### src/hw/rtl/fault_code_counter_store_top_macros.svh
// ----------------------------------------------------------------------------
// Fault code counter store assertion macros
// Shared concurrent assertion forms used by the top level.
// ----------------------------------------------------------------------------
`ifndef FAULT_CODE_COUNTER_STORE_TOP_MACROS_SVH
`define FAULT_CODE_COUNTER_STORE_TOP_MACROS_SVH

// Same-cycle implication, clocked on clk_i and disabled during reset.
`define FCCS_ASSERT_SAME(label, ante, cons, msg) \
  label: assert property (@(posedge clk_i) disable iff (!rst_ni) (ante) |-> (cons)) \
    else $error(msg);

// Next-cycle implication, clocked on clk_i and disabled during reset.
`define FCCS_ASSERT_NEXT(label, ante, cons, msg) \
  label: assert property (@(posedge clk_i) disable iff (!rst_ni) (ante) |=> (cons)) \
    else $error(msg);

`endif

### src/hw/rtl/fccs_pkg.sv
// ----------------------------------------------------------------------------
// Fault code counter store package
// Fixed field widths, operation codes, controller states and memory controls.
// ----------------------------------------------------------------------------
package fccs_pkg;

  localparam int unsigned MODE_W    = 3;
  localparam int unsigned IDX_IN_W  = 5;
  localparam int unsigned IDX_EXT_W = 9;
  localparam int unsigned CNT_W     = 8;
  localparam int unsigned WORD_W    = 2 * CNT_W;
  localparam int unsigned POS_W     = 6;

  typedef enum logic [MODE_W-1:0] {
    MODE_RECORD = 3'd0,
    MODE_SEEK   = 3'd1,
    MODE_QUERY  = 3'd2,
    MODE_CLEAR  = 3'd3,
    MODE_LOAD   = 3'd4,
    MODE_SAVE   = 3'd5
  } mode_e;

  typedef enum logic {
    ST_IDLE = 1'b0,
    ST_EVAL = 1'b1
  } state_e;

  typedef struct packed {
    logic we;
    logic clr;
  } mem_ctl_t;

endpackage

### src/hw/rtl/fault_code_counter_store_top.sv
// Flow: record, query, clear, load, save and unused codes read their entry on
// acceptance and give their word from the evaluate state; seek reads the
// entries one by one, at most NUM_CODES, through the single memory read port.
// A new command is taken only while idle, so one word is in flight at a time.
// Reset: asynchronous; all counts read as zero at once, cursor idle, clean.
// The strobe done_o lasts one cycle and cannot be stalled.
// ----------------------------------------------------------------------------
// Fault code counter store top level
// Sequencer that reads, modifies and writes back the counter memory.
// ----------------------------------------------------------------------------
module fault_code_counter_store_top #(
  parameter int unsigned NUM_CODES = 32,
  parameter int unsigned COUNT_MAX = 255
) (
  input  logic                                 clk_i,
  input  logic                                 rst_ni,
  input  logic                                 start,
  output logic                                 busy,
  input  logic [fccs_pkg::MODE_W-1:0]          mode_i,
  input  logic [fccs_pkg::IDX_IN_W-1:0]        code_index_i,
  input  logic [fccs_pkg::CNT_W-1:0]           stored_count_i,
  output logic                                 done_o,
  output logic                                 hit_o,
  output logic signed [fccs_pkg::POS_W-1:0]    position_o,
  output logic [fccs_pkg::CNT_W-1:0]           count_o,
  output logic                                 dirty_o
);
  import fccs_pkg::*;

  localparam int unsigned IDX_W = $clog2(NUM_CODES);
  localparam int unsigned PW    = (IDX_W > POS_W) ? IDX_W : POS_W;
  localparam logic [IDX_W-1:0] LAST = IDX_W'(NUM_CODES - 1);

  state_e             state_q, state_d;
  mode_e              mode_q, mode_d;
  logic [IDX_W-1:0]   addr_q, addr_d;
  logic               in_range_q, in_range_d;
  logic [CNT_W-1:0]   stored_q, stored_d;
  logic               cur_idle_q, cur_idle_d;
  logic [IDX_W-1:0]   cur_idx_q, cur_idx_d;
  logic               dirty_q, dirty_d;
  logic               done_q, done_d;
  logic               hit_q, hit_d;
  logic [CNT_W-1:0]   count_q, count_d;

  mem_ctl_t           mem_ctl;
  logic [IDX_W-1:0]   rd_addr;
  logic [WORD_W-1:0]  wdata;
  logic [WORD_W-1:0]  rdata;
  logic [CNT_W-1:0]   cur_cnt, sess_cnt;
  logic [IDX_EXT_W-1:0] idx_ext;
  logic               accept;
  logic [PW-1:0]      pos_ext;

  fccs_mem #(
    .NUM_CODES(NUM_CODES)
  ) u_mem (
    .clk_i    (clk_i),
    .rst_ni   (rst_ni),
    .ctl_i    (mem_ctl),
    .rd_addr_i(rd_addr),
    .wr_addr_i(addr_q),
    .wdata_i  (wdata),
    .rdata_o  (rdata)
  );

  assign accept   = start && (state_q == ST_IDLE);
  assign idx_ext  = IDX_EXT_W'(code_index_i);
  assign cur_cnt  = rdata[CNT_W-1:0];
  assign sess_cnt = rdata[WORD_W-1:CNT_W];

  always_comb begin
    state_d    = state_q;
    mode_d     = mode_q;
    addr_d     = addr_q;
    in_range_d = in_range_q;
    stored_d   = stored_q;
    cur_idle_d = cur_idle_q;
    cur_idx_d  = cur_idx_q;
    dirty_d    = dirty_q;
    done_d     = 1'b0;
    hit_d      = hit_q;
    count_d    = count_q;
    mem_ctl    = '0;
    wdata      = rdata;
    rd_addr    = addr_q;
    case (state_q)
      ST_IDLE: begin
        if (accept) begin
          mode_d     = mode_e'(mode_i);
          stored_d   = stored_count_i;
          in_range_d = idx_ext < IDX_EXT_W'(NUM_CODES);
          if (mode_e'(mode_i) == MODE_SEEK) begin
            addr_d = cur_idle_q ? '0 : IDX_W'(cur_idx_q + 1'b1);
          end else begin
            addr_d = idx_ext[IDX_W-1:0];
          end
          rd_addr = addr_d;
          if (mode_e'(mode_i) == MODE_SEEK && !cur_idle_q && cur_idx_q == LAST) begin
            // Cursor already on the last entry: nothing left to scan.
            cur_idle_d = 1'b1;
            hit_d      = 1'b0;
            count_d    = '0;
            done_d     = 1'b1;
          end else begin
            state_d = ST_EVAL;
          end
        end
      end
      ST_EVAL: begin
        hit_d   = 1'b0;
        count_d = in_range_q ? cur_cnt : '0;
        case (mode_q)
          MODE_RECORD: begin
            if (in_range_q && sess_cnt < CNT_W'(COUNT_MAX) && cur_cnt == sess_cnt) begin
              wdata      = {sess_cnt, CNT_W'(cur_cnt + 1'b1)};
              mem_ctl.we = 1'b1;
              dirty_d    = 1'b1;
              count_d    = CNT_W'(cur_cnt + 1'b1);
            end
          end
          MODE_SEEK: begin
            if (cur_cnt != '0) begin
              cur_idle_d = 1'b0;
              cur_idx_d  = addr_q;
              hit_d      = 1'b1;
              count_d    = cur_cnt;
            end else if (addr_q == LAST) begin
              cur_idle_d = 1'b1;
              count_d    = '0;
            end else begin
              addr_d  = IDX_W'(addr_q + 1'b1);
              rd_addr = addr_d;
            end
          end
          MODE_QUERY: begin
            hit_d = in_range_q && (cur_cnt != '0);
          end
          MODE_CLEAR: begin
            mem_ctl.clr = 1'b1;
            dirty_d     = 1'b1;
            count_d     = '0;
          end
          MODE_LOAD: begin
            if (in_range_q) begin
              wdata      = {stored_q, stored_q};
              mem_ctl.we = 1'b1;
              count_d    = stored_q;
            end
          end
          MODE_SAVE: begin
            dirty_d = 1'b0;
          end
          default: begin
          end
        endcase
        if (!(mode_q == MODE_SEEK && cur_cnt == '0 && addr_q != LAST)) begin
          state_d = ST_IDLE;
          done_d  = 1'b1;
        end
      end
      default: begin
        state_d = ST_IDLE;
      end
    endcase
  end

  always_ff @(posedge clk_i or negedge rst_ni) begin
    if (!rst_ni) begin
      state_q    <= ST_IDLE;
      cur_idle_q <= 1'b1;
      cur_idx_q  <= '0;
      dirty_q    <= 1'b0;
      done_q     <= 1'b0;
    end else begin
      state_q    <= state_d;
      cur_idle_q <= cur_idle_d;
      cur_idx_q  <= cur_idx_d;
      dirty_q    <= dirty_d;
      done_q     <= done_d;
    end
  end

  always_ff @(posedge clk_i) begin
    mode_q     <= mode_d;
    addr_q     <= addr_d;
    in_range_q <= in_range_d;
    stored_q   <= stored_d;
    hit_q      <= hit_d;
    count_q    <= count_d;
  end

  assign pos_ext    = PW'(cur_idx_q);
  assign busy       = (state_q != ST_IDLE);
  assign done_o     = done_q;
  assign hit_o      = hit_q;
  assign position_o = cur_idle_q ? '1 : pos_ext[POS_W-1:0];
  assign count_o    = count_q;
  assign dirty_o    = dirty_q;

`include "fault_code_counter_store_top_macros.svh"

  `FCCS_ASSERT_SAME(a_done_when_idle, done_o, !busy, "Result word while busy.")
  `FCCS_ASSERT_NEXT(a_accept_progress, start && !busy, busy || done_o, "Accepted word lost.")
  `FCCS_ASSERT_SAME(a_hit_has_cursor, done_o && hit_o && (mode_q == MODE_SEEK), !cur_idle_q,
                    "Seek hit with idle cursor.")

endmodule

### src/hw/rtl/fccs_mem.sv
// ----------------------------------------------------------------------------
// Fault code counter memory
// One word per code holding the session count and the current count, with a
// registered read port and a valid bit per entry that reset and clear-all drop.
// ----------------------------------------------------------------------------
module fccs_mem #(
  parameter int unsigned NUM_CODES = 32
) (
  input  logic                                 clk_i,
  input  logic                                 rst_ni,
  input  fccs_pkg::mem_ctl_t                   ctl_i,
  input  logic [$clog2(NUM_CODES)-1:0]         rd_addr_i,
  input  logic [$clog2(NUM_CODES)-1:0]         wr_addr_i,
  input  logic [fccs_pkg::WORD_W-1:0]          wdata_i,
  output logic [fccs_pkg::WORD_W-1:0]          rdata_o
);
  import fccs_pkg::*;

  logic [WORD_W-1:0]    mem_q [NUM_CODES];
  logic [NUM_CODES-1:0] vld_q;
  logic [WORD_W-1:0]    data_q;
  logic                 rd_vld_q;

  always_ff @(posedge clk_i) begin
    if (ctl_i.we) begin
      mem_q[wr_addr_i] <= wdata_i;
    end
    data_q <= mem_q[rd_addr_i];
  end

  always_ff @(posedge clk_i or negedge rst_ni) begin
    if (!rst_ni) begin
      vld_q    <= '0;
      rd_vld_q <= 1'b0;
    end else begin
      rd_vld_q <= vld_q[rd_addr_i];
      if (ctl_i.clr) begin
        vld_q <= '0;
      end else if (ctl_i.we) begin
        vld_q[wr_addr_i] <= 1'b1;
      end
    end
  end

  assign rdata_o = rd_vld_q ? data_q : '0;

endmodule

### config.mk
export PLATFORM = sky130hd
export DESIGN_NAME = fault_code_counter_store_top
export DESIGN_NICKNAME = d
export VERILOG_FILES = /design/src/hw/rtl/fccs_pkg.sv /design/src/hw/rtl/fault_code_counter_store_top.sv /design/src/hw/rtl/fccs_mem.sv
export VERILOG_INCLUDE_DIRS = /design/src /design/src/hw/rtl
export SDC_FILE = /design/constraint.sdc
export NUM_CORES = 1
export LEC_CHECK = 0
export ABC_AREA = 0
export BUFFER_PORTS_ARGS = -buffer_cell sky130_fd_sc_hd__buf_2
export CAP_MARGIN = 10
export CORE_UTILIZATION = 57
export DETAILED_ROUTE_END_ITERATION = 8
export MAX_ROUTING_LAYER = met4
export PLACE_DENSITY = 0.87
export SLEW_MARGIN = 15
export SYNTH_ARGS = -nofsm -noshare
export SYNTH_HDL_FRONTEND = slang
export SYNTH_SLANG_ARGS = --single-unit
### constraint.sdc
create_clock -name clk_i -period 3.4 [get_ports clk_i]
set_clock_uncertainty 0.05 [all_clocks]
set_input_delay 0.34 -clock clk_i [delete_from_list [all_inputs] [get_ports clk_i]]
set_output_delay 0.34 -clock clk_i [all_outputs]
set_load 0.02 [all_outputs]
==> results.sh <==
export IMPL_synthArstFlopShare=0.0706
export IMPL_crit_family="compound AO/OA/AOI/OAI gates"
export IMPL_dp_hpwl_um=38800
export IMPL_ys_ff_latch=595
export IMPL_ys_warnings_count=0
export IMPL_power_density_nw_per_um2=769
export IMPL_slew_viol_final=0
export IMPL_cap_viol_max_count=0
export IMPL_postSynthCellCount=1732
export IMPL_num_rows=75
export IMPL_grt_max_degree=43
export IMPL_dieArea_um2=43300
export IMPL_setup_viol_count_final=156
export IMPL_htreeDepth=2
export IMPL_post_route_drc_count=0
export IMPL_reg2reg_from="u_mem.rd_vld_q$_DFF_PN0_"
export IMPL_cp_data_arrival_time_ns=4.10
export IMPL_antenna_found_initial=0
export IMPL_vias=17397
export IMPL_crit_slowest_cell="or4b_4"
export IMPL_portBuffers=36
export IMPL_cts_sinks=595
export IMPL_worstSetupEndpointType="flip-flop"
export IMPL_start_kind="flip-flop"
export IMPL_crit_chain="nand2_2, ha_4, or4b_4, o41ai_4, a32oi_1, and2_4, buf_12, buf_12, buf_16, buf_6, mux2i_1, a32oi_1, nand3_1, a221oi_2"
export IMPL_critical_path_max_stage_delay_ns=0.48
export IMPL_wirelength_um=73200
export IMPL_power_switching_mw=7.41
export IMPL_timing_fmax_mhz=275
export IMPL_core_area_um2=41900
export IMPL_start_util=0.577
export IMPL_hold_violations=0
export IMPL_cts_buffer_depth=3
export IMPL_crit_start="u_mem.rd_vld_q$_DFF_PN0_"
export IMPL_worstHoldStart="start"
export IMPL_cts_buffers_inserted=56
export IMPL_place_inst=2348
export IMPL_synth_edff_count=532
export IMPL_grt_pass1_vias=16330
export IMPL_rsz0062_at_grt="yes"
export IMPL_timing_slew_headroom=0.381
export IMPL_yosys_most_used_dff="edfxtp_1"
export IMPL_avgSynthCellArea_um2=14.0
export IMPL_io_pins=37
export IMPL_vias_per_cell=6.92
export IMPL_path_buf_inv=4
export IMPL_fin_cells=2514
export IMPL_cts_reportedPaths_clkPinSlew_ns=0.07
export IMPL_p_int_mw=15.2
export IMPL_hold_class="input port to flip-flop"
export IMPL_drive_above_1_share=0.220
export IMPL_wire_per_inst_um=29.1
export IMPL_ys_seq_area_frac=0.721
export IMPL_fin_nets=1954
export IMPL_grt_pass1_wl_um=99000
export IMPL_die_height_um=208
export IMPL_grt_usage=0.316
export IMPL_violations="setup timing"
export IMPL_timing_rr_end="u_mem.data_q[3]$_DFF_P_"
export IMPL_post_synth_num_cell_types=63
export IMPL_drt_iter0_markers=3006
export IMPL_status="finished, violations left"
export IMPL_ff2ff_path_depth=14
export IMPL_sw_frac_of_total=0.329
export IMPL_clock_root_buffer="clkbuf_16"
export IMPL_grt_overflow_total=0
export IMPL_criticalPathCategory="flip-flop to flip-flop"
export IMPL_syn_to_final_growth_pct=21.1
export IMPL_clk_insertion_delay_late_ns=0.63
export IMPL_p_leak_nw=10.7
export IMPL_place_congestion=0.961
export IMPL_syn_nets=1759
export IMPL_place_ws_ns=-0.135
export IMPL_cts_tree="done"
export IMPL_crit_end="u_mem.data_q[3]$_DFF_P_"
export IMPL_crit_cells=14
export IMPL_setup_slack_ns=-0.238
export IMPL_worst_slew_pin_slew_ns=0.929
export IMPL_ir_drop_uv=409
export IMPL_power_frac_comb=0.303
export IMPL_rrSetupSlack_ns=-0.24
export IMPL_seq_power_share=0.416
export IMPL_netlist_area_um2=24200
export IMPL_fp_dieW_um=208
export IMPL_period_minus_slack_ns=3.64
export IMPL_required_ns=3.86
export IMPL_clkPwrFrac=0.281
export IMPL_drt_pass1_iter_count=8
export IMPL_path_max_fanout=7
export IMPL_finalCritPeriodShare=1.07
export IMPL_ant_nets=0
registers in the layout, indices dropped and copies added (netlist names):
signal and flops:
dirty_o 1, addr_q 5, done_o 1, count_o 8
u_mem.rd_vld_q 1, stored_q 8, hit_o 1, cur_idx_q 5
u_mem.data_q 16, mode_q 3, cur_idle_q 1, u_mem.mem_q 512
u_mem.vld_q 32, busy 1
layer usage:
metal / wire length, um / vias to the layer above / share of wire / GRT usage
met4: 5040 / 0 / 0.069 / 0.174
met2: 33900 / 1664 / 0.46 / 0.478
met3: 9570 / 374 / 0.13 / 0.0622
met1: 24800 / 8410 / 0.34 / 0.404
met5: 0 / - / 0 / -
li1: - / 6949 / - / -
power groups by stage:
stage          clock [mW]  combinational (mW)  sequential (mW)
6_report             6.34                6.84             9.39
5_1_grt              6.58                7.02             9.39
4_1_cts              6.27                5.68             9.34
3_5_place_dp            0                5.39             9.49
3_3_place_gp            0                5.19             9.48
2_1_floorplan           0                3.00             9.44
cells in the mapped netlist (all sizes together) (2+ instances only):
cell,number,area share
dfrtp,41,0.042
a31oi,2,0.00052
a21oi,25,0.0052
clkbuf,49,0.0076
nor2,55,0.0085
buf,55,0.013
nor3b,3,0.00093
and4,4,0.0014
nand3b,3,0.00093
mux2i,129,0.054
ha,8,0.0041
a22oi,3,0.00093
nand2,379,0.059
nand3,125,0.026
o21a,35,0.011
mux2,6,0.0028
nor2b,7,0.0018
a21o,3,0.00093
o2111ai,15,0.0054
nand2b,5,0.0013
edfxtp,532,0.66
inv,13,0.0020
a21boi,2,0.00062
o221ai,4,0.0014
mux4,3,0.0028
and3,4,0.0010
o22ai,2,0.00052
nand4,9,0.0023
dfxtp,21,0.017
a211o,2,0.00072
a41oi,2,0.00072
a221oi,15,0.0078
o211ai,3,0.00093
nor3,6,0.0012
or2,6,0.0016
xnor2,11,0.0040
a32oi,84,0.030
and2,9,0.0023
o21ai,29,0.0060
a211oi,3,0.00093
o31ai,5,0.0016
how the worst min path moves through the flow:
stage	cells after the start	end	slack, ns
final	3	busy$_DFF_PN0_	0.10
after global routing	3	busy$_DFF_PN0_	0.1
after CTS	3	busy$_DFF_PN0_	0.08
after detailed placement	1	u_mem.vld_q[30]$_DFFE_PN0P_	0.43
after global placement	1	u_mem.vld_q[14]$_DFFE_PN0P_	0.42
after floorplan	0	busy$_DFF_PN0_	-0.006
worst register-to-register path, cell delays in order, from the launching register on:
cell	delay, ns
dfrtp_1	0.43
nand2_2	0.12
ha_4	0.14
or4b_4	0.48
o41ai_4	0.39
a32oi_1	0.18
and2_4	0.26
buf_12	0.16
buf_12	0.14
buf_16	0.14
buf_6	0.11
mux2i_1	0.12
a32oi_1	0.21
nand3_1	0.22
a221oi_2	0.38
logic make-up after synthesis:
| kind of cell | count (synthesis) | synth area share |
|---|---|---|
| simple gates | 621 | 0.111 |
| compound gates | 240 | 0.0786 |
| mux | 138 | 0.0594 |
| xor+xnor | 12 | 0.00434 |
| fa+ha+maj | 8 | 0.00413 |
| flops | 595 | 0.721 |
| buf+inv | 118 | 0.0223 |
metrics by stage:
stage	power (mW)	hold WS, ns	setup TNS, ns	area [um^2]	utilization
final	22.6	0.104	-10.62	29300	0.699
after global placement	14.7	0.422	-0.234	26100	0.623
after global routing	23.0	0.0996	-9.57	29300	0.699
after CTS	21.3	0.0812	-0.0114	28300	0.675
after floorplan	12.4	-0.00559	0	24200	-
after detailed placement	14.9	0.429	-0.587	26100	0.623
layout by cell type, fill, tap and decap left out, types with 11 or more instances in the layout:
cell / count
buf_6: 11
buf_12: 32
dfrtp_1: 41
o21a_1: 35
a221oi_2: 13
dfxtp_1: 21
a21oi_1: 12
clkinv_1: 12
nor2_1: 51
buf_4: 130
clkbuf_16: 68
buf_2: 35
o21ai_0: 19
edfxtp_1: 532
clkbuf_1: 11
dlygate4sd3_1: 12
nand2_1: 376
a32oi_1: 68
a21oi_2: 13
mux2i_1: 115
a32oi_2: 15
nand3_1: 119
xnor2_1: 11
clkinv_2: 14
cell type report:
class	instances	area (um^2)
Fill cell	2306	12600
Timing Repair Buffer	241	2530
Clock buffer	70	1500
Antenna cell	1	2.50
Tap cell	539	674
Multi-Input combinational cell	1019	6780
Sequential cell	595	17400
Inverter	14	58.8
Clock inverter	35	338
timing repair:
item                       in CTS  in global routing
hold endpoints to repair       52                  0
gates cloned                    2                 11
setup endpoints to repair      14                 36
resized for setup              29                 84
hold buffers                   12                  0
setup buffers                   3                 32
pin swaps                       1                 41
(Power assumes the default switching activity.)
